`src/rtl/tha_pkg.sv`:
```
package tha_pkg;

  // Field widths of one request and one result.
  localparam int SideW  = 16;
  localparam int PerimW = 17;
  localparam int AreaW  = 21;

  // Heron factors: perimeter and the three shifted sums.
  localparam int FacW = 16;
  localparam int PxW  = PerimW + FacW;   // perimeter times first factor
  localparam int YzW  = 2 * FacW;        // product of the other two factors
  localparam int HalfW = YzW / 2;
  localparam int PartW = PxW + HalfW;    // one partial product
  localparam int ProdW = 62;             // full product stays below 2^62

  // The area is isqrt(prod) >> 10, which equals isqrt(prod >> 20).
  localparam int DropW     = 20;
  localparam int RadW      = ProdW - DropW;
  localparam int SqrtSteps = AreaW;

  // Stream widths.
  localparam int InDataW  = 3 * SideW;
  localparam int OutDataW = ((PerimW + AreaW + 7) / 8) * 8;

  // Sideband that travels with every pipeline stage.
  typedef struct packed {
    logic              vld;
    logic              ok;
    logic [PerimW-1:0] perim;
  } side_t;

endpackage

```
`src/rtl/tha_mult.sv`:
```
module tha_mult (
  input  logic                        clk_i,
  input  logic                        rst_ni,
  input  logic                        en_i,
  input  tha_pkg::side_t              side_i,
  input  logic [tha_pkg::PerimW-1:0]  fac_p_i,
  input  logic [tha_pkg::FacW-1:0]    fac_x_i,
  input  logic [tha_pkg::FacW-1:0]    fac_y_i,
  input  logic [tha_pkg::FacW-1:0]    fac_z_i,
  output tha_pkg::side_t              side_o,
  output logic [tha_pkg::RadW-1:0]    rad_o
);
  import tha_pkg::*;

  side_t             side_q [3];
  logic [PxW-1:0]    px_q;
  logic [YzW-1:0]    yz_q;
  logic [PartW-1:0]  lo_q, hi_q;
  logic [ProdW-1:0]  sum;
  logic [RadW-1:0]   rad_q;

  // Sideband follows the three multiply stages.
  always_ff @(posedge clk_i or negedge rst_ni) begin
    if (!rst_ni) begin
      side_q[0] <= '0;
      side_q[1] <= '0;
      side_q[2] <= '0;
    end else if (en_i) begin
      side_q[0] <= side_i;
      side_q[1] <= side_q[0];
      side_q[2] <= side_q[1];
    end
  end

  // Recombine the two partial products; only the bits above the dropped ones are kept.
  assign sum = ProdW'({hi_q, HalfW'(0)}) + ProdW'(lo_q);

  // First stage pairs the factors, second multiplies the first pair's product by each
  // half of the second's, third adds the partial products and drops the low bits.
  always_ff @(posedge clk_i) begin
    if (en_i) begin
      px_q  <= PxW'(fac_p_i) * PxW'(fac_x_i);
      yz_q  <= YzW'(fac_y_i) * YzW'(fac_z_i);
      lo_q  <= PartW'(px_q) * PartW'(yz_q[HalfW-1:0]);
      hi_q  <= PartW'(px_q) * PartW'(yz_q[YzW-1:HalfW]);
      rad_q <= sum[ProdW-1:DropW];
    end
  end

  assign side_o = side_q[2];
  assign rad_o  = rad_q;

endmodule

```
`config.mk`:
```
export PLATFORM = sky130hd
export DESIGN_NAME = tha_mult
export DESIGN_NICKNAME = d
export VERILOG_FILES = /design/src/rtl/tha_pkg.sv /design/src/rtl/tha_mult.sv
export SDC_FILE = /design/constraint.sdc
export NUM_CORES = 2
export LEC_CHECK = 0
export BUFFER_PORTS_ARGS = -buffer_cell sky130_fd_sc_hd__buf_2
export CAP_MARGIN = 20
export CORE_UTILIZATION = 44
export DETAILED_ROUTE_END_ITERATION = 8
export PLACE_DENSITY = 0.61
export SYNTH_ARGS = -nofsm -noshare
export SYNTH_HDL_FRONTEND = slang
export SYNTH_SLANG_ARGS = --single-unit
export TNS_END_PERCENT = 100
```
`constraint.sdc`:
```
create_clock -name clk_i -period 8.6 [get_ports clk_i]
set_input_delay 0 -clock clk_i [delete_from_list [all_inputs] [get_ports clk_i]]
set_output_delay 0 -clock clk_i [all_outputs]
set_load 0.1 [all_outputs]
```
==> results.md <==
- FF-to-FF setup slack: 1.07 ns
- Worst Path Required: 8.93 ns
- Number of detailed-route iterations in the first pass: 6
- Clock Path Buffers: 3
- Seq/Total Area, Yosys: 12.0%
- Nets: 8,029
- First-pass GRT wire length: 248,000 um
- Post-CTS Setup Bufs: 0
- Final period util: 87.6%
- Crit Reg-Reg Endpoint: hi_q[44]
- DRC: 0
- Setup_tns: 0 ns
- Fmax: 0.133 GHz
- Final Max Tran Viols: 0
- Synth Area per Inst: 9.42 um2
- Die height: 366 um
- WL final: 153,000 um
- Syn Nets: 8,007
- Number of clock sinks: 243
- Kind of critical path: flip-flop to flip-flop
- Via density: 5.16
- Vias in the first global route: 44,779
- Netlist Area Pre-Place: 0.0583 mm2
- Core area: 0.131 mm2
- CTS tree: built
- Initial Util: 44.4%
- Synth Flop Type: edfxtp_1
- Critical path launch point type: flip-flop
- Status: finished, final reports clean
- Synth top area share: 43.3%
- Final antenna-violating net count: 0
- Port Buf Inserts: 147
- CTS clk-pin slew, worst paths: 0.06 ns
- P&R area growth vs syn: 6.94%
- Routed len/inst: 19.2 um
- Clk Latency, worst-skew pair: 0.59 ns
- Hold Path Origin: fac_p_i[0]
- HP Class: primary input to flip-flop
- Hold Fails Final Rpt: 0
- CP endpoint kind: flip-flop
- Initial DRC Count: 2,498
- Ys Warns: 0
- GRT Total Usage: 23.5%
- Hold_buf cts: 23
- FP Rows: 133
- Commonest cells in the netlist: 1,411 x inv_1, 1,263 x fa_1, 1,035 x nand2_1, 610 x and2_1, 463 x ha_1
- Final setup viols: 0
- Synth area leader: fa_1
- H-tree levels: 2
- Synth area leaders: fa_1 43%, ha_1 9.9%, edfxtp_1 9.6%
- Max Cap Viol: 0
- Worst R2R Start: px_q[12]
- Post-CTS resize count: 0
- Total gr overflow: 0
- Hold endpoint: px_q[0]
- WHS Path Cells: 2
- Synth Register Bits: 243
- Clk root buf: clkbuf_16
- Hpwl dp: 121,000 um
- Worst-path fanout max: 17
- Slew @ Worst Pin: 1.19 ns
- Final Skew: 0.0326 ns
- RSZ-0062 raised after global routing: false
- Die area: 0.134 mm2
- Most common cell in the netlist: inv_1
- Rel. slew slack: 20.8%
- Syn Inst Count: 6,194
- Layout cells sized above 1: 6.51%
- Clock buffer count from CTS: 34
- Post-synth ARST share: 23.5%
- Initial antenna violation count: 7
- Min cycle time layout: 7.53 ns
- Final GP Congestion: 0.903
- Cell count of the worst reg-to-reg path: 23
- Largest net degree at the start of global routing: 154
- Yosys cell types: 75
- I/O pin cnt: 148
- Total vias in the final route: 41,292
- Number of synthesized flops with an enable pin: 186
- Die W: 366 um
- CP arrival: 7.87 ns
## routing by layer
layer,global-route usage [%],vias up,part of all wire (%)
li1,-,18422,-
met1,31.4,21313,42
met2,40.4,1311,49
met3,3.09,242,6.5
met4,5.66,4,2.5
met5,0,-,0.014
## sequential cells by signal, summed over array words and instances (netlist names)
name and count:
side_o 19, rad_o 42, lo_q 33, side_q 38
yz_q 32, hi_q 46, px_q 33
## metrics by stage
stage | hold slack, ns | util [%] | worst slack (ns) | instance area [um2] | instances
finish | 0.0796 | 47.4 | 1.07 | 62400 | 7995
global route | 0.0432 | 47.4 | 0.711 | 62400 | 7994
CTS | 0.0308 | 47.4 | 1.03 | 62400 | 7994
detailed placement | 0.185 | 46.4 | 1.05 | 61000 | 7912
global placement | 0.177 | 46.4 | 1.08 | 61000 | 7912
floorplan | -0.296 | - | 2.23 | 58300 | 6194
## area by class of cell
cell class                      count  area, um2
Antenna cell                        1       2.50
Fill cell                       12484      69100
Multi-Input combinational cell   4245      44800
Sequential cell                   243       7010
Clock buffer                       37        915
Inverter                         1411       5300
Clock inverter                     22        241
Timing Repair Buffer              281       1870
Tap cell                         1755       2200
## critical path, stage by stage, from the launching register on
cell	delay [ns]
edfxtp_1	0.85
buf_4	0.36
and2_1	0.18
fa_1	0.43
inv_1	0.08
fa_1	0.43
fa_1	0.52
inv_1	0.06
fa_1	0.50
fa_1	0.50
inv_1	0.06
fa_1	0.50
inv_1	0.05
ha_1	0.34
a21o_1	0.18
a21o_1	0.17
a21oi_1	0.17
o21ai_0	0.22
a221o_1	0.48
o211ai_1	0.38
nand2_1	0.19
a211oi_1	0.34
o21bai_1	0.12
xor2_1	0.15
## cells in the final DEF, fill, tap and decap left out, types with 6 or more instances in the layout
cell,Yosys,final
clkbuf_16,0,36
nand2_1,1035,1035
o21a_1,27,27
a21oi_1,121,121
nor3_1,31,31
mux2_2,57,57
edfxtp_1,186,186
o21bai_1,19,19
inv_1,1411,1411
a211oi_1,8,8
dfrtp_1,57,57
a221o_1,7,7
xnor2_1,107,107
nand3_1,28,28
buf_2,0,146
a311oi_1,6,6
dlygate4sd3_1,0,23
nor4_1,6,6
a21o_1,77,77
nor2_1,103,103
nand4_1,21,21
a31oi_1,10,10
and3_1,9,9
or2_2,7,7
buf_4,19,106
fa_1,1263,1263
and4_1,6,6
ha_1,463,463
nand2b_1,14,14
a21boi_0,6,6
o21ai_0,56,56
and2_1,610,610
nor2b_1,12,12
xor2_1,55,55
## kinds of logic after synthesis
logic type,synth area share [%]
fa+ha+maj,53.3
mux,1.10
buf+inv,11.1
simple gates,15.6
compound gates,4.51
flops,12.0
xor+xnor,2.43
## worst max path at each step
| stage | startpoint | to | depth (start not counted) |
|---|---|---|---|
| 2_1_floorplan | yz_q[1] | lo_q[43] | 22 |
| 3_3_place_gp | yz_q[18] | hi_q[38] | 23 |
| 3_5_place_dp | px_q[12] | hi_q[44] | 23 |
| 4_1_cts | px_q[12] | hi_q[44] | 23 |
| 5_1_grt | px_q[12] | hi_q[44] | 23 |
| 6_report | px_q[12] | hi_q[44] | 23 |
Power is left out: the tool's default activity adds up to more than one toggle a clock period on the data nets, which glitch-free logic cannot reach.
