[src/rtl/tha_pkg.sv]
package tha_pkg;

  // Field widths of one request and one result.
  localparam int SideW  = 16;
  localparam int PerimW = 17;
  localparam int AreaW  = 21;

  // Heron factors: perimeter and the three shifted sums.
  localparam int FacW = 16;
  localparam int PxW  = PerimW + FacW;   // perimeter times first factor
  localparam int YzW  = 2 * FacW;        // product of the other two factors
  localparam int HalfW = YzW / 2;
  localparam int PartW = PxW + HalfW;    // one partial product
  localparam int ProdW = 62;             // full product stays below 2^62

  // The area is isqrt(prod) >> 10, which equals isqrt(prod >> 20).
  localparam int DropW     = 20;
  localparam int RadW      = ProdW - DropW;
  localparam int SqrtSteps = AreaW;

  // Stream widths.
  localparam int InDataW  = 3 * SideW;
  localparam int OutDataW = ((PerimW + AreaW + 7) / 8) * 8;

  // Sideband that travels with every pipeline stage.
  typedef struct packed {
    logic              vld;
    logic              ok;
    logic [PerimW-1:0] perim;
  } side_t;

endpackage

[src/rtl/tha_sqrt.sv]
module tha_sqrt (
  input  logic                        clk_i,
  input  logic                        rst_ni,
  input  logic                        en_i,
  input  tha_pkg::side_t              side_i,
  input  logic [tha_pkg::RadW-1:0]    rad_i,
  output tha_pkg::side_t              side_o,
  output logic [tha_pkg::AreaW-1:0]   root_o
);
  import tha_pkg::*;

  side_t           side_q [SqrtSteps];
  logic [RadW-1:0] rem_q  [SqrtSteps];
  logic [RadW-1:0] root_q [SqrtSteps];

  // One result bit per stage, most significant first.
  for (genvar j = 0; j < SqrtSteps; j++) begin : g_step
    localparam int K = SqrtSteps - 1 - j;
    localparam logic [RadW-1:0] StepBit = RadW'(1) << (2 * K);

    side_t           side_in;
    logic [RadW-1:0] rem_in, root_in, trial;
    logic            take;

    if (j == 0) begin : g_first
      assign side_in = side_i;
      assign rem_in  = rad_i;
      assign root_in = '0;
    end else begin : g_next
      assign side_in = side_q[j-1];
      assign rem_in  = rem_q[j-1];
      assign root_in = root_q[j-1];
    end

    // Subtract the trial value when it fits under the remainder.
    assign trial = root_in + StepBit;
    assign take  = rem_in >= trial;

    always_ff @(posedge clk_i or negedge rst_ni) begin
      if (!rst_ni) begin
        side_q[j] <= '0;
      end else if (en_i) begin
        side_q[j] <= side_in;
      end
    end

    always_ff @(posedge clk_i) begin
      if (en_i) begin
        rem_q[j]  <= take ? rem_in - trial : rem_in;
        root_q[j] <= take ? (root_in >> 1) + StepBit : root_in >> 1;
      end
    end
  end

  assign side_o = side_q[SqrtSteps-1];
  assign root_o = root_q[SqrtSteps-1][AreaW-1:0];

endmodule

[config.mk]
export PLATFORM = sky130hd
export DESIGN_NAME = tha_sqrt
export DESIGN_NICKNAME = d
export VERILOG_FILES = /design/src/rtl/tha_pkg.sv /design/src/rtl/tha_sqrt.sv
export SDC_FILE = /design/constraint.sdc
export NUM_CORES = 2
export LEC_CHECK = 0
export BUFFER_PORTS_ARGS = -buffer_cell sky130_fd_sc_hd__buf_2
export CAP_MARGIN = 20
export CORE_UTILIZATION = 30
export DETAILED_ROUTE_END_ITERATION = 10
export GPL_TIMING_DRIVEN = 0
export PLACE_DENSITY = 0.4
export SYNTH_ARGS = -nofsm -noshare
export SYNTH_HDL_FRONTEND = slang
export SYNTH_SLANG_ARGS = --single-unit
export TNS_END_PERCENT = 20
[constraint.sdc]
create_clock -name clk_i -period 4.8 [get_ports clk_i]
set_clock_uncertainty 0.15 [all_clocks]
set_input_delay 0.48 -clock clk_i [delete_from_list [all_inputs] [get_ports clk_i]]
set_output_delay 0.48 -clock clk_i [all_outputs]
set_load 0.01 [all_outputs]
==> results_dict.tcl <==
set metrics [dict create \
    cp.required_ns 5.17 \
    cts_tree "built" \
    finalNetCount 5417 \
    grt_max_degree 161 \
    final.period_utilization_pct 92.3 \
    grt.total_usage_pct 13.7 \
    syn2layout_area_growth_pct 16.6 \
    finalSetupTns_ns 0 \
    hold_class "primary input to asynchronous set/reset pin" \
    critPathMaxFanout 9 \
    post-route-min-period_ns 4.43 \
    synth_flop_cell "edfxtp_1" \
    drive_gt1_share_pct 15.8 \
    synthDistinctLibCells 85 \
    seqPwrFrac_pct 48.5 \
    endpoint_kind "flop" \
    port_buffers 103 \
    final-setup-viol-count 0 \
    synth_commonest_cells "edfxtp_1, mux2_2, dfrtp_1, inv_1, nand2_1" \
    setup.worst_path.start "rem_q[3][149]" \
    grt_pass1_wl_um 231000 \
    synth_top_cell_by_area "edfxtp_1" \
    reg2reg_depth 11 \
    grt_pass1_vias 38500 \
    cts_root_buf "clkbuf_16" \
    regToRegStartpoint "rem_q[3][149]" \
    ios 104 \
    critPathLaunchType "flop" \
    die_y_um 468 \
    crit_slowest_cell "nor4_2" \
    tightestPinTransition_ns 1.11 \
    relSlewSlack_pct 25.5 \
    slowest_delay_ns 0.75 \
    fin_util_pct 35.3 \
    ys_async_sr_fraction_pct 27.1 \
    syn_area_per_cell_um2 13.7 \
    clkTransAtPathRegs_ns 0.05 \
    dieArea_um2 219000 \
    syn_area_um2 65000 \
    path_cells "ha_1, clkbuf_1, nand4_1, nor4_2, nand4_1, nand2_1, a211oi_2, or4_1, nor4_2, nand2_1, xnor2_1" \
    clk_path_buf_depth 3 \
    p_sw_share_pct 27.3 \
    final_antenna_net_count 0 \
    synthCells 4747 \
    ir_worst_vdd_mv 0.362 \
    grt_overflow 0 \
    synth_edf_count 1071 \
    p_int_w 0.0272 \
    firstDrtPassIters 6 \
    initialDrtViolationCount 2291 \
    drt_wl_total_um 149000 \
    die-width_um 468 \
    rsz0062_at_grt "no" \
    cts_made_buffers 174 \
    path_buf_inv 1 \
    leakage_nw 29.1 \
    gp_congestion 0.826 \
    insertion_delay_ns 0.83 \
    switchingPower_w 0.0102 \
    arrival_ns 4.80 \
    maxCapViolations 0 \
    status "finished clean" \
    drc 0 \
    synth_top_area_share_pct 49.5 \
    start_util_pct 30.2 \
    worstSetupPathType "flop to flop" \
    hold_violations 0 \
    htree_levels 4 \
    path_delay_family "simple AND/OR/NAND/NOR gates" \
    cts_setup_buffers 0 \
    core_um2 215000 \
    clock-sinks 1470 \
    clkPwrFrac_pct 35.0 \
    synth_area_leaders "edfxtp_1, dfrtp_1, mux2_2" \
    slew_violations 0 \
    pwr-share-comb_pct 16.5 \
    vias 37500 \
    num_rows 170 \
    syn_nets 5059 \
    r2r_slack_ns 0.37 \
    fmax_mhz 226 \
    yosysSeqAreaShare_pct 64.8 \
    detailed_place_hpwl_um 110000 \
    yosysWarnings 0 \
    power_density_nw_per_um2 493 \
    post_drt_wl_per_cell_um 18.5 \
    synth.most_common_cell "edfxtp_1" \
    vias_per_cell 4.65 \
    ys_seq_elements 1470 \
    grt_antenna_before_repair 4 \
    reg2reg_to "rem_q[4][37]" \
]
==> cells in the final DEF, fill, tap and decap left out, types with 14 or more instances in the layout <==
| master | count |
|---|---|
| edfxtp_1 | 1071 |
| mux2_2 | 422 |
| dfrtp_1 | 399 |
| inv_1 | 308 |
| nand2_1 | 286 |
| ha_1 | 248 |
| o21ai_0 | 216 |
| nor2_1 | 208 |
| xor2_1 | 202 |
| a21oi_1 | 193 |
| clkbuf_16 | 178 |
| xnor2_1 | 153 |
| clkbuf_1 | 134 |
| nor4_1 | 121 |
| nor3_1 | 119 |
| buf_2 | 107 |
| a21o_1 | 67 |
| dlygate4sd3_1 | 64 |
| nand3_1 | 56 |
| nand2b_1 | 55 |
| nand4_1 | 47 |
| o21a_1 | 47 |
| nor2b_1 | 46 |
| or3_1 | 41 |
| or4_1 | 39 |
| o31ai_1 | 32 |
| clkinv_1 | 24 |
| nor4b_1 | 19 |
| and2_1 | 16 |
| nand4b_1 | 15 |
| a211oi_1 | 15 |
| o21bai_1 | 15 |
| a31oi_1 | 15 |
| clkbuf_8 | 15 |
| or2_2 | 14 |
==> stage by stage <==
| step | std cells | hold slack, ns | area [um2] | total power [W] | setup WS (ns) |
|---|---|---|---|---|---|
| CTS | 8070 | 0.109 | 75800 | 0.0381 | 0.501 |
| global placement | 7688 | 0.277 | 69100 | 0.0248 | -16.05 |
| detailed placement | 7701 | 0.276 | 69400 | 0.0246 | 0.521 |
| finish | 8073 | 0.158 | 75800 | 0.0374 | 0.370 |
| floorplan | 4747 | 0.0344 | 65000 | 0.0222 | 1.45 |
| global route | 8073 | 0.126 | 75800 | 0.0394 | 0.114 |
==> worst max path at each step <==
stage / end / slack, ns / depth (start not counted)
after global placement: g_step[1].side_in[0] / -16.05 / 5
after global routing: rem_q[4][37] / 0.11 / 12
after detailed placement: rem_q[4][35] / 0.52 / 12
after CTS: rem_q[4][37] / 0.50 / 11
final: rem_q[4][37] / 0.37 / 11
after floorplan: rem_q[3][20] / 1.45 / 10
==> area by class of cell <==
type	instances	area [um2]
Antenna cell	1	2.50
Buffer	102	405
Clock buffer	240	4840
Clock inverter	65	895
Fill cell	20800	139000
Inverter	310	1160
Multi-Input combinational cell	2865	21300
Sequential cell	1470	42100
Tap cell	2838	3550
Timing Repair Buffer	182	1500
==> flip-flops by register name (all words and copies together), names as in the netlist <==
register / count
g_step.side_in: 380
rem_q: 840
side_o: 19
root_q: 231
==> power groups by stage <==
stage	clock [W]	sequential, W	combinational [W]
global placement	0	0.0188	0.00607
detailed placement	0	0.0185	0.00616
floorplan	0	0.0177	0.00448
finish	0.0131	0.0181	0.00616
global route	0.0141	0.0185	0.00687
CTS	0.0136	0.0182	0.00623
==> layer usage <==
metal / track usage [%] / part of all wire, % / up-vias
met3: 2.38 / 3.7 / 248
met1: 17.6 / 45 / 18400
li1: - / - / 18300
met5: 0 / 0.0087 / -
met4: 4.57 / 2.9 / 2
met2: 23.3 / 49 / 587
==> repair_timing <==
item / 4_1_cts / 5_1_grt
endpoints found under the hold margin: 176 / 0
gates resized for setup: 0 / 0
hold buffers: 64 / 0
==> cells by family (layout without fill, tap and decap cells) <==
logic type / Yosys count / in the layout / share of synthesized area [%]
buffers and inverters: 412 / 899 / 2.41
multiplexers: 432 / 432 / 7.46
AO/OA/AOI/OAI: 695 / 695 / 6.65
other: 0 / 1 / 0
XOR/XNOR: 355 / 355 / 4.78
flip-flops: 1470 / 1470 / 64.8
AND/OR/NAND/NOR: 1135 / 1135 / 9.10
adder cells (fa/ha/maj): 248 / 248 / 4.77
Note: power is estimated with default switching activity, not from simulation.
