**config.mk**
```make
export PLATFORM = sky130hd
export DESIGN_NAME = tha_prep
export DESIGN_NICKNAME = d
export VERILOG_FILES = /design/src/rtl/tha_pkg.sv /design/src/rtl/tha_prep.sv
export SDC_FILE = /design/constraint.sdc
export NUM_CORES = 1
export LEC_CHECK = 0
export ABC_AREA = 1
export BUFFER_PORTS_ARGS = -buffer_cell sky130_fd_sc_hd__buf_2
export CORE_MARGIN = 1.5
export CORE_UTILIZATION = 35
export DETAILED_ROUTE_END_ITERATION = 6
export PLACE_DENSITY_LB_ADDON = 0.3
export SLEW_MARGIN = 20
export SYNTH_ARGS = -nofsm -noshare
export SYNTH_HDL_FRONTEND = slang
export SYNTH_SLANG_ARGS = --single-unit
export TNS_END_PERCENT = 20
```
**constraint.sdc**
```tcl
create_clock -name clk_i -period 0.8 [get_ports clk_i]
set_input_delay 0.08 -clock clk_i [delete_from_list [all_inputs] [get_ports clk_i]]
set_output_delay 0.08 -clock clk_i [all_outputs]
set_load 0.03 [all_outputs]
```
**src/rtl/tha_pkg.sv**
```systemverilog
package tha_pkg;

  // Field widths of one request and one result.
  localparam int SideW  = 16;
  localparam int PerimW = 17;
  localparam int AreaW  = 21;

  // Heron factors: perimeter and the three shifted sums.
  localparam int FacW = 16;
  localparam int PxW  = PerimW + FacW;   // perimeter times first factor
  localparam int YzW  = 2 * FacW;        // product of the other two factors
  localparam int HalfW = YzW / 2;
  localparam int PartW = PxW + HalfW;    // one partial product
  localparam int ProdW = 62;             // full product stays below 2^62

  // The area is isqrt(prod) >> 10, which equals isqrt(prod >> 20).
  localparam int DropW     = 20;
  localparam int RadW      = ProdW - DropW;
  localparam int SqrtSteps = AreaW;

  // Stream widths.
  localparam int InDataW  = 3 * SideW;
  localparam int OutDataW = ((PerimW + AreaW + 7) / 8) * 8;

  // Sideband that travels with every pipeline stage.
  typedef struct packed {
    logic              vld;
    logic              ok;
    logic [PerimW-1:0] perim;
  } side_t;

endpackage

```
**src/rtl/tha_prep.sv**
```systemverilog
module tha_prep (
  input  logic                              clk_i,
  input  logic                              rst_ni,
  input  logic                              en_i,
  input  logic                              vld_i,
  input  logic signed [tha_pkg::SideW-1:0]  side_one_i,
  input  logic signed [tha_pkg::SideW-1:0]  side_two_i,
  input  logic signed [tha_pkg::SideW-1:0]  side_three_i,
  output tha_pkg::side_t                    side_o,
  output logic [tha_pkg::PerimW-1:0]        fac_p_o,
  output logic [tha_pkg::FacW-1:0]          fac_x_o,
  output logic [tha_pkg::FacW-1:0]          fac_y_o,
  output logic [tha_pkg::FacW-1:0]          fac_z_o
);
  import tha_pkg::*;

  localparam int SumW = SideW + 2;

  logic signed [SumW-1:0] a, b, c, sab, sbc, sac, sabc;
  logic                   ok;
  side_t                  side_d, side_q;
  logic [PerimW-1:0]      p_d, p_q;
  logic [FacW-1:0]        x_d, y_d, z_d, x_q, y_q, z_q;

  // Pair sums and the validity check on the widened signed sides.
  always_comb begin
    a    = SumW'(side_one_i);
    b    = SumW'(side_two_i);
    c    = SumW'(side_three_i);
    sab  = a + b;
    sbc  = b + c;
    sac  = a + c;
    sabc = sab + c;
    ok   = !side_one_i[SideW-1] && !side_two_i[SideW-1] && !side_three_i[SideW-1] &&
           (sab > c) && (sbc > a) && (sac > b);
  end

  // Factors are zeroed for an invalid triangle so the product and area come out zero.
  always_comb begin
    side_d.vld   = vld_i;
    side_d.ok    = ok;
    p_d          = ok ? sabc[PerimW-1:0] : '0;
    side_d.perim = p_d;
    x_d          = ok ? FacW'(sbc - a) : '0;
    y_d          = ok ? FacW'(sac - b) : '0;
    z_d          = ok ? FacW'(sab - c) : '0;
  end

  // Stage sideband with the valid bit, flag and perimeter.
  always_ff @(posedge clk_i or negedge rst_ni) begin
    if (!rst_ni) begin
      side_q <= '0;
    end else if (en_i) begin
      side_q <= side_d;
    end
  end

  // Factor registers.
  always_ff @(posedge clk_i) begin
    if (en_i) begin
      p_q <= p_d;
      x_q <= x_d;
      y_q <= y_d;
      z_q <= z_d;
    end
  end

  assign side_o  = side_q;
  assign fac_p_o = p_q;
  assign fac_x_o = x_q;
  assign fac_y_o = y_q;
  assign fac_z_o = z_q;

endmodule

```
==> key figures, run 1 <==
Status
  • Status: finished, violations left
  • Failing checks: setup timing

Power and ir drop
  • P_leak: 7.54 nW
  • Clock Power Share: 0.164
  • Combinational fraction of design power: 0.643
  • Sequential share of power: 0.193
  • P_int: 15.4 mW
  • PwrDens: around 1800 nW/um^2
  • Net Switching: between 10 and 15 mW
  • Switch share: 0.418
  • VDD IR max: between 0.0009 and 0.001 V

Global routing
  • Grt total ovfl: 0
  • Initial antenna violation count: 0
  • Total GRT Usage: 0.233
  • Global-route wire length before repair: roughly 48000 um
  • Vias in the first global route: between 9000 and 10000
  • Largest net degree at the start of global routing: 33

Synthesis
  • Syn_area_per_cell: between 7 and 8 um^2
  • Synthesized area: 8920 um^2
  • Distinct cells, synth: 42
  • Synth Register Bits: 84
  • Register area share after synthesis: 0.272
  • Post-Syn Instances: ~1200
  • Main synth FF type: edfxtp_1
  • Post-synth EDFFs: between 60 and 70
  • Post-Syn Nets: approximately 1400
  • Async S/R FF share, synth: 0.226
  • Synth Warn #: 0

Floorplan
  • # IOs: 136
  • Standard-cell row count: 58
  • Die area: between 20000 and 30000 um^2
  • Die Span X: ~160 um
  • Die Span Y: 163 um
  • Core area: roughly 25000 um^2
  • Initial Util: 0.355

Worst setup path
  • CP Max Fanout: 8
  • Reg2reg start: side_o[15]
  • Worst Setup End Kind: flop
  • Req. time, crit path: slightly above 900 ps
  • CP Launch Point: side_one_i[0]
  • WP data arrival: approximately 3300 ps
  • R2r setup slk: 130 ps
  • Type of the worst setup path: input pin to flop
  • Crit path launch type: input pin

Timing
  • Hold Vio Cnt, Final: 0
  • Worst Skew: 0 ps
  • F_max: approximately 0.32 GHz
  • Final period util: 3.94
  • Setup ws final: -2350 ps
  • Final setup violation count: roughly 170
  • Worst relative slew slack: 0.675
  • Count of final max-slew check failures: 0
  • RSZ-0062 raised after global routing: yes
  • Crit path time final: approximately 3100 ps
  • Worst slew pin tran: 482 ps

Min path
  • Hold crit path type: input pin to flop
  • Worst Hold Launch: en_i

Clock tree
  • TritonCTS clock tree: yes
  • Total CTS buffers: 9
  • CTS max path bufs: 2
  • Clock Pin Slew Worst Setup and Hold Paths: about 70 ps
  • H-tree Lvls: 3
  • Clock root cell: clkbuf_16
  • Worst skew pair latency: ~360 ps
  • Clock Sinks: 84

Route
  • DR vias: 9901
  • DRT Wirelength: around 30000 um
  • Initial DRT Pass Iterations: 7
  • Routed vias/inst: approximately 4.8
  • Initial DRC count: slightly below 700
  • Antenna Violating Nets Remaining: 0
  • Met2 wire length: approximately 14000 um
  • DRC Markers: 0
  • Metal-1 WL: approximately 14000 um
  • Wire length per cell: roughly 15 um
  • Met3 wire length: 1530 um
  • Max layer used: met4

Layout
  • Layout area overhead: 61.2%
  • Final net count: ~1900
  • Number of fill cells: 2351
  • Layout Utilization: 0.573
  • Layout cell share with drive strength beyond 1: 0.387
  • Final Non-Filler Cells: between 2000 and 2500
  • Antenna Cells: 0

Place
  • Placed Instances: 2027
  • HPWL after DPL: between 20000 and 25000 um
  • # port buffers: around 140
  • Placer Congestion: roughly 0.9

Job
  • Max_cap viols: 0
[final timing paths]
path	endpoint	cells after the start
setup / recovery	fac_p_o[11]	22
hold / removal	fac_p_o[2]	1
setup reg to reg	side_o[15]	2
hold reg to reg	side_o[16]	2
max in group asynchronous	side_o[2]	2
min in group asynchronous	side_o[7]	2
[layer usage]
metal,global-route usage,up-vias
met5,0,-
met4,0.0692,0
met3,0.0357,43
met2,0.389,263
met1,0.309,4527
li1,-,5068
[metrics by stage]
step | cell area, um^2 | hold WS [ps] | worst slack (ps) | total power [mW] | TNS [ps]
after floorplan | 8960 | -216 | -2310 | 13.2 | -184200
after global placement | 12700 | 38.6 | -2770 | 20.3 | -227640
after detailed placement | 12700 | 50.0 | -2830 | 20.4 | -232890
after CTS | 14000 | 107 | -2300 | 25.9 | -200330
after global routing | 14400 | 108 | -2510 | 28.5 | -217280
final | 14400 | 110 | -2350 | 26.5 | -202230
[synthesized netlist by cell type (2+ instances only)]
cell type	number	area share
a211oi_1	4	0.0034
a21o_1	10	0.0084
a21oi_1	112	0.063
a21oi_2	11	0.011
a221oi_1	2	0.0020
a31o_2	3	0.0029
a31oi_1	9	0.0063
buf_2	9	0.0050
buf_6	5	0.0063
clkbuf_1	4	0.0017
dfrtp_1	19	0.053
edfxtp_1	65	0.22
fa_1	7	0.016
ha_1	116	0.16
inv_1	202	0.085
inv_2	2	0.00084
nand2_1	279	0.12
nand2_2	3	0.0021
nand3_1	58	0.033
nand3_2	4	0.0045
nand3b_1	3	0.0025
nand4_1	30	0.021
nor2_1	97	0.041
nor3_1	16	0.0090
nor4_1	2	0.0014
o21ai_0	36	0.020
o21ai_1	2	0.0011
o21bai_1	16	0.013
o31ai_1	3	0.0025
or2_2	14	0.0098
xnor2_1	14	0.014
xor2_1	54	0.053
[timing repair]
item | CTS | global route
gates resized for setup | 228 | 68
pin swaps | 9 | 19
endpoints found under the setup margin | 167 | 167
cloned | 3 | 1
hold endpoints to repair | 20 | 0
hold buffers | 2 | 0
setup buffers | 20 | 7
[cells in the final DEF (no fill, tap or decap), types with 50 or more instances in the layout]
master	Yosys	layout
xor2_1	54	50
nor2_1	97	78
buf_6	5	89
a21oi_1	112	85
buf_4	1	376
inv_1	202	198
ha_1	116	99
edfxtp_1	65	65
nand2_1	279	272
nand3_1	58	57
[power by group through the flow]
stage / clock network [mW] / registers [mW] / logic [mW]
4_1_cts: 4.45 / 5.11 / 16.3
5_1_grt: 4.59 / 5.13 / 18.7
3_5_place_dp: 0 / 5.14 / 15.3
6_report: 4.36 / 5.11 / 17.0
3_3_place_gp: 0 / 5.14 / 15.1
2_1_floorplan: 0 / 5.68 / 7.56
[critical path: stages]
cell and delay [ps]:
buf_2 120, ha_2 190, inv_1 50, fa_2 370
o21ai_4 230, a21oi_1 100, nor2_1 90, nor2_1 50
xor2_1 210, inv_1 120, ha_4 300, nand2_1 90
nor2_2 120, nand3_1 110, o31ai_2 280, nand2_1 100
nand3_2 120, nor2_8 50, nand2_8 110, buf_12 130
clkbuf_16 170, a21oi_1 50
[final cells by class]
type,count,area (um^2),share of cell area
clock buffer,11,254,0.0177
sequential,84,2430,0.169
timing repair buffer,527,4330,0.301
clock inverter,5,38.8,0.00270
inverter,204,772,0.0537
multi-input combinational,913,6150,0.428
tap,330,413,0.0287
[sequential cells by signal (all words and copies together), names as in the netlist]
signal   count
fac_z_o     16
fac_p_o     17
fac_x_o     16
fac_y_o     16
side_o      19
[kinds of logic (layout without fill, tap and decap cells)]
family                     after synthesis  in the layout  synth area share
AOI/OAI and AO/OA                      212            212             0.137
and+or+nand+nor                        510            510             0.245
xor gates and xnor gates                68             68            0.0667
buffers and inverters                  224            747             0.100
DFF                                     84             84             0.272
adders and majority gates              123            123             0.178
No activity file was read; power rests on OpenSTA's default activity.
==> run 2: changes to the inputs <==
- ABC_AREA: 1 -> not set
==> run 2 against run 1 <==
Net effect:
- total power decreased by 8.7%
- combinational power decreased by 13%
- the flow still finishes with violations (setup timing)
- sequential cell count unchanged
- die area decreased by 6.2%
- clock-buffer cell count decreased by 1
- highest routed layer unchanged
- first-iteration DRC count decreased by 27%
- critical path depth decreased by 2
- synthesized cell count decreased by 22%
- sequential share of layout area increased by 0.83 points
- global-route usage decreased by 0.36 points
==> key figures, run 2 <==
Status
  • Status: finished, violations left
  • Failing checks: setup timing

Layout
  • Post-route cell area: 13700 um^2 (-4.7%)
  • Number of fill cells: 2034 (-13%)
  • Layout cell share with drive strength beyond 1: 0.428 (+0.0412)
  • Antenna Cells: 0 (unchanged)
  • Layout Utilization: 0.584 (+0.0114)
  • Multi-input logic area: 6100 um^2 (-0.79%)
  • Most frequent cells in the layout: 328 x buf_4, 108 x ha_1, 91 x nor2_1, 91 x buf_6, 86 x inv_1
  • Layout area overhead: 64.1%
  • Most common cell after layout, fill and taps aside: buf_4
  • Largest register FFs: 19 (unchanged)
  • Final net count: 1599 (-16%)
  • Reg area: 2430 um^2 (unchanged)

Synthesis
  • Largest family of logic cells by synthesized area: compound AO/OA/AOI/OAI gates
  • Synthesized area: 8360 um^2 (-6.3%)
  • Synth Register Bits: 84 (unchanged)
  • Main synth FF type: edfxtp_1
  • Compound-Gate Fraction of Synth Area: 0.224 (+0.0862)
  • Largest area contributor in the netlist: edfxtp_1
  • Register area share after synthesis: 0.290 (+0.0184)
  • Most frequent cell after synthesis: ha_1
  • Post-synth top cells: 116 x ha_1, 92 x inv_1, 92 x nor2_1
  • Synth Warn #: 0 (unchanged)
  • Simple-Gate Fraction of Synth Area: 0.158 (-0.0871)
  • Syn_area_per_cell: 8.75 um^2 (+20%)
  • Synth Area in Adders: 0.190 (+0.0121)
  • Distinct cells, synth: 63 (+50%)
  • Post-synthesis mux area share: 0.00404 (+0.00404)
  • Post-Syn Instances: 955 (-22%)
  • Post-synth top area share: 0.233 (+0.0148)
  • Post-synth EDFFs: 65 (unchanged)
  • Post-Syn Nets: 1130 (-19%)
  • Xor-xnor portion of the synthesized cell area: 0.0744 (+0.00766)
  • Async S/R FF share, synth: 0.226 (unchanged)
  • Top post-synthesis cells by area: edfxtp_1 23%, ha_1 17%, dfrtp_1 5.7%

Clock tree
  • Total CTS buffers: 9 (unchanged)
  • H-tree Lvls: 3 (unchanged)
  • CTS max path bufs: 2 (unchanged)
  • Clock root cell: clkbuf_16
  • Worst skew pair latency: 350 ps (about the same)
  • TritonCTS clock tree: yes
  • Clock Sinks: 84 (unchanged)
  • Clock Pin Slew Worst Setup and Hold Paths: 80 ps (about the same)

Timing
  • Worst relative slew slack: 0.574 (-0.101)
  • Final setup violation count: 167 (unchanged)
  • Worst slew pin tran: 633 ps (+151 ps)
  • Worst Skew: 0 ps (unchanged)
  • Crit path time final: 3720 ps (+569 ps)
  • RSZ-0062 raised after global routing: yes
  • F_max: 0.269 GHz (-15%)
  • Setup ws final: -2920 ps (-569 ps)
  • Final period util: 4.65 (+0.711)
  • Count of final max-slew check failures: 0 (unchanged)
  • Hold Vio Cnt, Final: 0 (unchanged)

Route
  • Routed vias/inst: 5.05 (+5.8%)
  • DR vias: 8827 (-11%)
  • Wire length per cell: 16.4 um (+11%)
  • Initial DRC count: 492 (-27%)
  • Antenna Violating Nets Remaining: 0 (unchanged)
  • DRT Wirelength: 28600 um (-6.5%)
  • Initial DRT Pass Iterations: 5 (-2)
  • DRC Markers: 0 (unchanged)

Place
  • Post-DP Area: 11700 um^2 (-7.4%)
  • Placer Congestion: 0.941 (+5.0%)
  • Dpl ws: -3470 ps (-640 ps)
  • # port buffers: 135 (unchanged)
  • HPWL after DPL: 20800 um (-14%)

Floorplan
  • Initial Util: 0.356 (+0.000689)
  • Standard-cell row count: 56 (-3.4%)
  • Die Span X: 158 um (-3.2%)
  • Die Span Y: 158 um (-3.2%)
  • # IOs: 136 (unchanged)
  • Core area: 23500 um^2 (-6.5%)
  • Die area: 24800 um^2 (-6.2%)

Power and ir drop
  • Net Switching: 9.72 mW (-12%)
  • Switch share: 0.402 (-0.0168)
  • Combinational fraction of design power: 0.611 (-0.032)
  • Sequential share of power: 0.215 (+0.022)
  • P_leak: 6.46 nW (-14%)
  • Total power: 24.2 mW (-8.7%)
  • Clock Power Share: 0.174 (+0.010)
  • P_int: 14.5 mW (-6.1%)
  • VDD IR max: 0.000899 V (-8.8%)
  • PwrDens: 1760 nW/um^2 (-4.3%)

Worst setup path
  • R2r worst-path depth: 1 (-1)
  • Worst Setup End Kind: flop
  • Type of the worst setup path: input pin to flop
  • CP Max Fanout: 7 (-1)
  • Crit path launch type: input pin
  • Req. time, crit path: 1010 ps (+100 ps)
  • WP data arrival: 3920 ps (+660 ps)

Global routing
  • Initial antenna violation count: 0 (unchanged)
  • Grt total ovfl: 0 (unchanged)
  • Vias in the first global route: 8799 (-9.4%)
  • Largest net degree at the start of global routing: 33 (unchanged)
  • Global-route wire length before repair: 44000 um (-8.6%)
  • Total GRT Usage: 0.229 (-0.00362)

Min path
  • Hold crit path type: input pin to async pin

Job
  • Max_cap viols: 0 (unchanged)
-- run 2: layout make-up --
type,count,area share
multi-input combinational,751,0.445
timing repair buffer,486,0.303
sequential,84,0.177
tap,319,0.0291
inverter,92,0.0255
clock buffer,10,0.0167
clock inverter,6,0.00347
-- run 2: power by group through the flow --
stage	clock, mW	combinational (mW)	sequential (mW)
2_1_floorplan	0	6.66	5.83
3_5_place_dp	0	12.8	5.20
3_3_place_gp	0	12.7	5.21
4_1_cts	4.26	14.1	5.19
5_1_grt	4.42	16.1	5.23
6_report	4.22	14.8	5.19
-- run 2: final timing paths --
kind	end	slack [ps]	start
max	fac_y_o[3]	-2920	side_one_i[1]
min	side_o[0]	200	rst_ni
max reg2reg	side_o[9]	40	side_o[9]
min reg2reg	side_o[17]	500	side_o[17]
max in group asynchronous	side_o[16]	280	rst_ni
min in group clk_i	fac_x_o[12]	230	en_i
-- run 2: layer usage --
layer	vias to the layer above	GRT usage	routed length, um
li1	4417	-	-
met1	4176	0.296	13100
met2	198	0.402	13900
met3	36	0.0314	1090
met4	0	0.0557	574
met5	-	0	0
-- run 2: cell families after synthesis --
logic type / count (synthesis)
DFF: 84
AOI/OAI and AO/OA: 280
and+or+nand+nor: 274
muxes: 3
buffers and inverters: 120
adders and majority gates: 123
xor gates and xnor gates: 71
-- run 2: through the flow --
stage               std cells  setup TNS, ps  hold slack, ps
detailed placement       1694        -288670            48.6
CTS                      1738        -250150             203
global placement         1694        -283910            42.3
finish                   1748        -252550             197
global route             1748        -262680             243
floorplan                 955        -239190            -216
-- run 2: what timing repair did --
action,in CTS,in global routing
buffers inserted,22,5
gates cloned,5,5
endpoints found under the hold margin,20,0
pin swaps,53,35
hold buffers,2,0
gates resized for setup,267,48
endpoints found under the setup margin,167,167
-- run 2: worst max-delay path, cell delays in order --
cell,delay [ps]
buf_4,130
buf_6,130
fa_2,390
a211o_1,310
a21oi_2,190
o21ai_2,110
a41o_1,240
a31o_2,220
a21oi_2,140
xnor2_1,90
ha_1,330
nand3_2,120
nor2_4,150
a2111oi_2,80
o31ai_1,110
o21ai_2,130
or3_4,460
buf_12,170
clkbuf_16,170
a211oi_4,170
==> run 3: changes to the inputs <==
- CORE_UTILIZATION: 35 -> 40
- PLACE_DENSITY: not set -> 0.58
- PLACE_DENSITY_LB_ADDON: 0.3 -> not set
==> run 3 against run 2 <==
Net effect:
- the run still ends with setup timing left
- clock-buffer cell count decreased by 1
- critical path depth unchanged
- wire length decreased by 3.1%
- die area down 12%
- sequential share of layout area about the same
- via count up 0.68%
- largest cell class unchanged
- clock power rose by 4%
- total power rose by 1.6%
- critical endpoint is now fac_x_o[9]
- combinational power is essentially flat
- global-route usage increased by 2.0 points
- first-iteration DRC count fell by 13%
==> key figures, run 3 (synthesized netlist as in run 2, its figures left out) <==
Status
  • Status: finished, violations left
  • Failing checks: setup timing

Timing
  • Final period util: 4.74 (+0.0952)
  • Count of final max-slew check failures: 0 (unchanged)
  • Final setup violation count: 167 (unchanged)
  • Worst relative slew slack: 0.560 (-0.0149)
  • Worst slew pin tran: 655 ps (+22.1 ps)
  • F_max: 0.264 GHz (-2.0%)
  • RSZ-0062 raised after global routing: yes
  • Hold Vio Cnt, Final: 0 (unchanged)
  • Sum Neg Setup Slack: -255510 ps (-2970 ps)
  • Setup ws final: -2990 ps (-76.2 ps)
  • Worst Skew: 0 ps (unchanged)
  • WHS: 205 ps (+8.36 ps)
  • Crit path time final: 3790 ps (+76.2 ps)

Worst setup path
  • Reg2reg start: side_o[18]
  • Worst Setup End Kind: flop
  • R2r worst-path depth: 1 (unchanged)
  • R2r setup slk: 40 ps (about the same)
  • Type of the worst setup path: input pin to flop
  • CP Max Fanout: 6 (-1)
  • RR Endpoint: side_o[18]
  • Req. time, crit path: 1000 ps (about the same)
  • WP data arrival: 3990 ps (+70 ps)
  • Crit path launch type: input pin

Route
  • Initial DRC count: 430 (-13%)
  • DRC Markers: 0 (unchanged)
  • DRT Wirelength: 27800 um (-3.1%)
  • Routed vias/inst: 5.15 (+2.0%)
  • Antenna Violating Nets Remaining: 0 (unchanged)
  • DR vias: 8887 (+0.68%)
  • Wire length per cell: 16.1 um (-1.9%)
  • Initial DRT Pass Iterations: 4 (-1)

Global routing
  • Vias in the first global route: 8988 (+2.1%)
  • Total GRT Usage: 0.249 (+0.0198)
  • Largest net degree at the start of global routing: 33 (unchanged)
  • Grt total ovfl: 0 (unchanged)
  • Global-route wire length before repair: 43000 um (-2.3%)
  • Initial antenna violation count: 0 (unchanged)

Layout
  • Largest register FFs: 19 (unchanged)
  • Reg area: 2430 um^2 (unchanged)
  • Final Non-Filler Cells: 1726 (-1.3%)
  • Antenna Cells: 0 (unchanged)
  • Most frequent cells in the layout: 360 x buf_4, 109 x ha_1, 95 x buf_6
  • Multi-input logic area: 6030 um^2 (-1.2%)
  • Final net count: 1626 (+1.7%)
  • Layout area overhead: 63.9%
  • Number of fill cells: 1667 (-18%)
  • Layout cell share with drive strength beyond 1: 0.440 (+0.0120)
  • Most common cell after layout, fill and taps aside: buf_4

Place
  • HPWL after DPL: 20800 um (-0.42%)
  • # port buffers: 135 (unchanged)
  • Dpl ws: -3540 ps (-69.1 ps)
  • Placer Congestion: 0.924 (-1.8%)
  • Placed Instances: 1663 (-1.8%)

Floorplan
  • Die area: 21800 um^2 (-12%)
  • Die Span X: 148 um (-6.3%)
  • Core area: 20400 um^2 (-13%)
  • Standard-cell row count: 52 (-7.1%)
  • Initial Util: 0.410 (+0.0544)
  • # IOs: 136 (unchanged)
  • Die Span Y: 148 um (-6.3%)

Clock tree
  • Total CTS buffers: 9 (unchanged)
  • Clock root cell: clkbuf_16
  • Clock Sinks: 84 (unchanged)
  • Clock Pin Slew Worst Setup and Hold Paths: 70 ps (about the same)
  • CTS max path bufs: 2 (unchanged)
  • H-tree Lvls: 3 (unchanged)
  • Worst skew pair latency: 340 ps (about the same)
  • TritonCTS clock tree: yes

Power and ir drop
  • PwrDens: 1790 nW/um^2 (+1.8%)
  • Total power: 24.6 mW (+1.6%)
  • VDD IR max: 0.00115 V (+27%)
  • P_leak: 6.52 nW (+1.0%)

Job
  • Max_cap viols: 0 (unchanged)

Min path
  • Hold crit path type: input pin to async pin
==> run 3: cell count changes in the layout (fill, tap and decap cells not counted), sizes merged <==
cell	before	now
buf	480	509
clkinv	3	2
clkinvlp	0	1
bufinv	0	1
clkbuf	14	11
==> run 3: area by class of cell <==
| cell class | count | share of cell area |
|---|---|---|
| multi-input cells | 751 | 0.440 |
| repair buffers | 513 | 0.310 |
| clock buffers | 9 | 0.0164 |
| well taps | 270 | 0.0247 |
| inverters | 92 | 0.0258 |
| flip-flops and latches | 84 | 0.177 |
| clock inverters | 7 | 0.00539 |
==> run 3: worst max path at each step <==
stage,slack [ps],end,start,cells past startpoint
after floorplan,-2950,fac_p_o[14],side_one_i[0],20
after global placement,-3460,fac_y_o[0],side_two_i[1],20
after detailed placement,-3540,fac_y_o[2],side_two_i[1],20
after CTS,-2900,fac_y_o[15],side_two_i[1],23
after global routing,-3130,fac_x_o[11],side_two_i[1],19
final,-2990,fac_x_o[9],side_two_i[3],20
==> run 3: power breakdown <==
| part | internal [mW] | switching (mW) |
|---|---|---|
| sequential | 5.04 | 0.162 |
| combinational | 7.49 | 7.52 |
| clock | 2.45 | 1.93 |
==> run 3: per-layer routing <==
metal  global-route usage  vias up  wire [um]
li1                     -     4478          -
met1                0.315     4180      12400
met2                0.446      192      13700
met3               0.0278       37        985
met4               0.0680        0        653
met5                    0        -          0
==> run 3: critical path, stage by stage <==
cell,delay (ps)
buf_2,120
buf_4,140
ha_1,310
o21a_1,210
o31ai_2,70
buf_4,170
a21oi_4,60
o2111ai_4,200
a21oi_2,90
or4_1,510
nand4_1,200
ha_4,170
inv_2,30
or3_4,360
o221ai_2,220
a21oi_2,120
or3_4,390
buf_6,160
clkbuf_16,180
nor3_4,180
==> run 3: through the flow <==
stage	cell area, um^2	util
after floorplan	8410	-
after global placement	11800	0.580
after detailed placement	11800	0.580
after CTS	13400	0.656
after global routing	13700	0.673
final	13700	0.673
==> run 3: timing repair <==
action | 4_1_cts | 5_1_grt
hold buffers | 2 | 0
buffers inserted | 34 | 9
endpoints found under the setup margin | 167 | 167
cloned | 3 | 3
resized for setup | 257 | 59
hold endpoints to repair | 20 | 0
pin swaps | 36 | 41
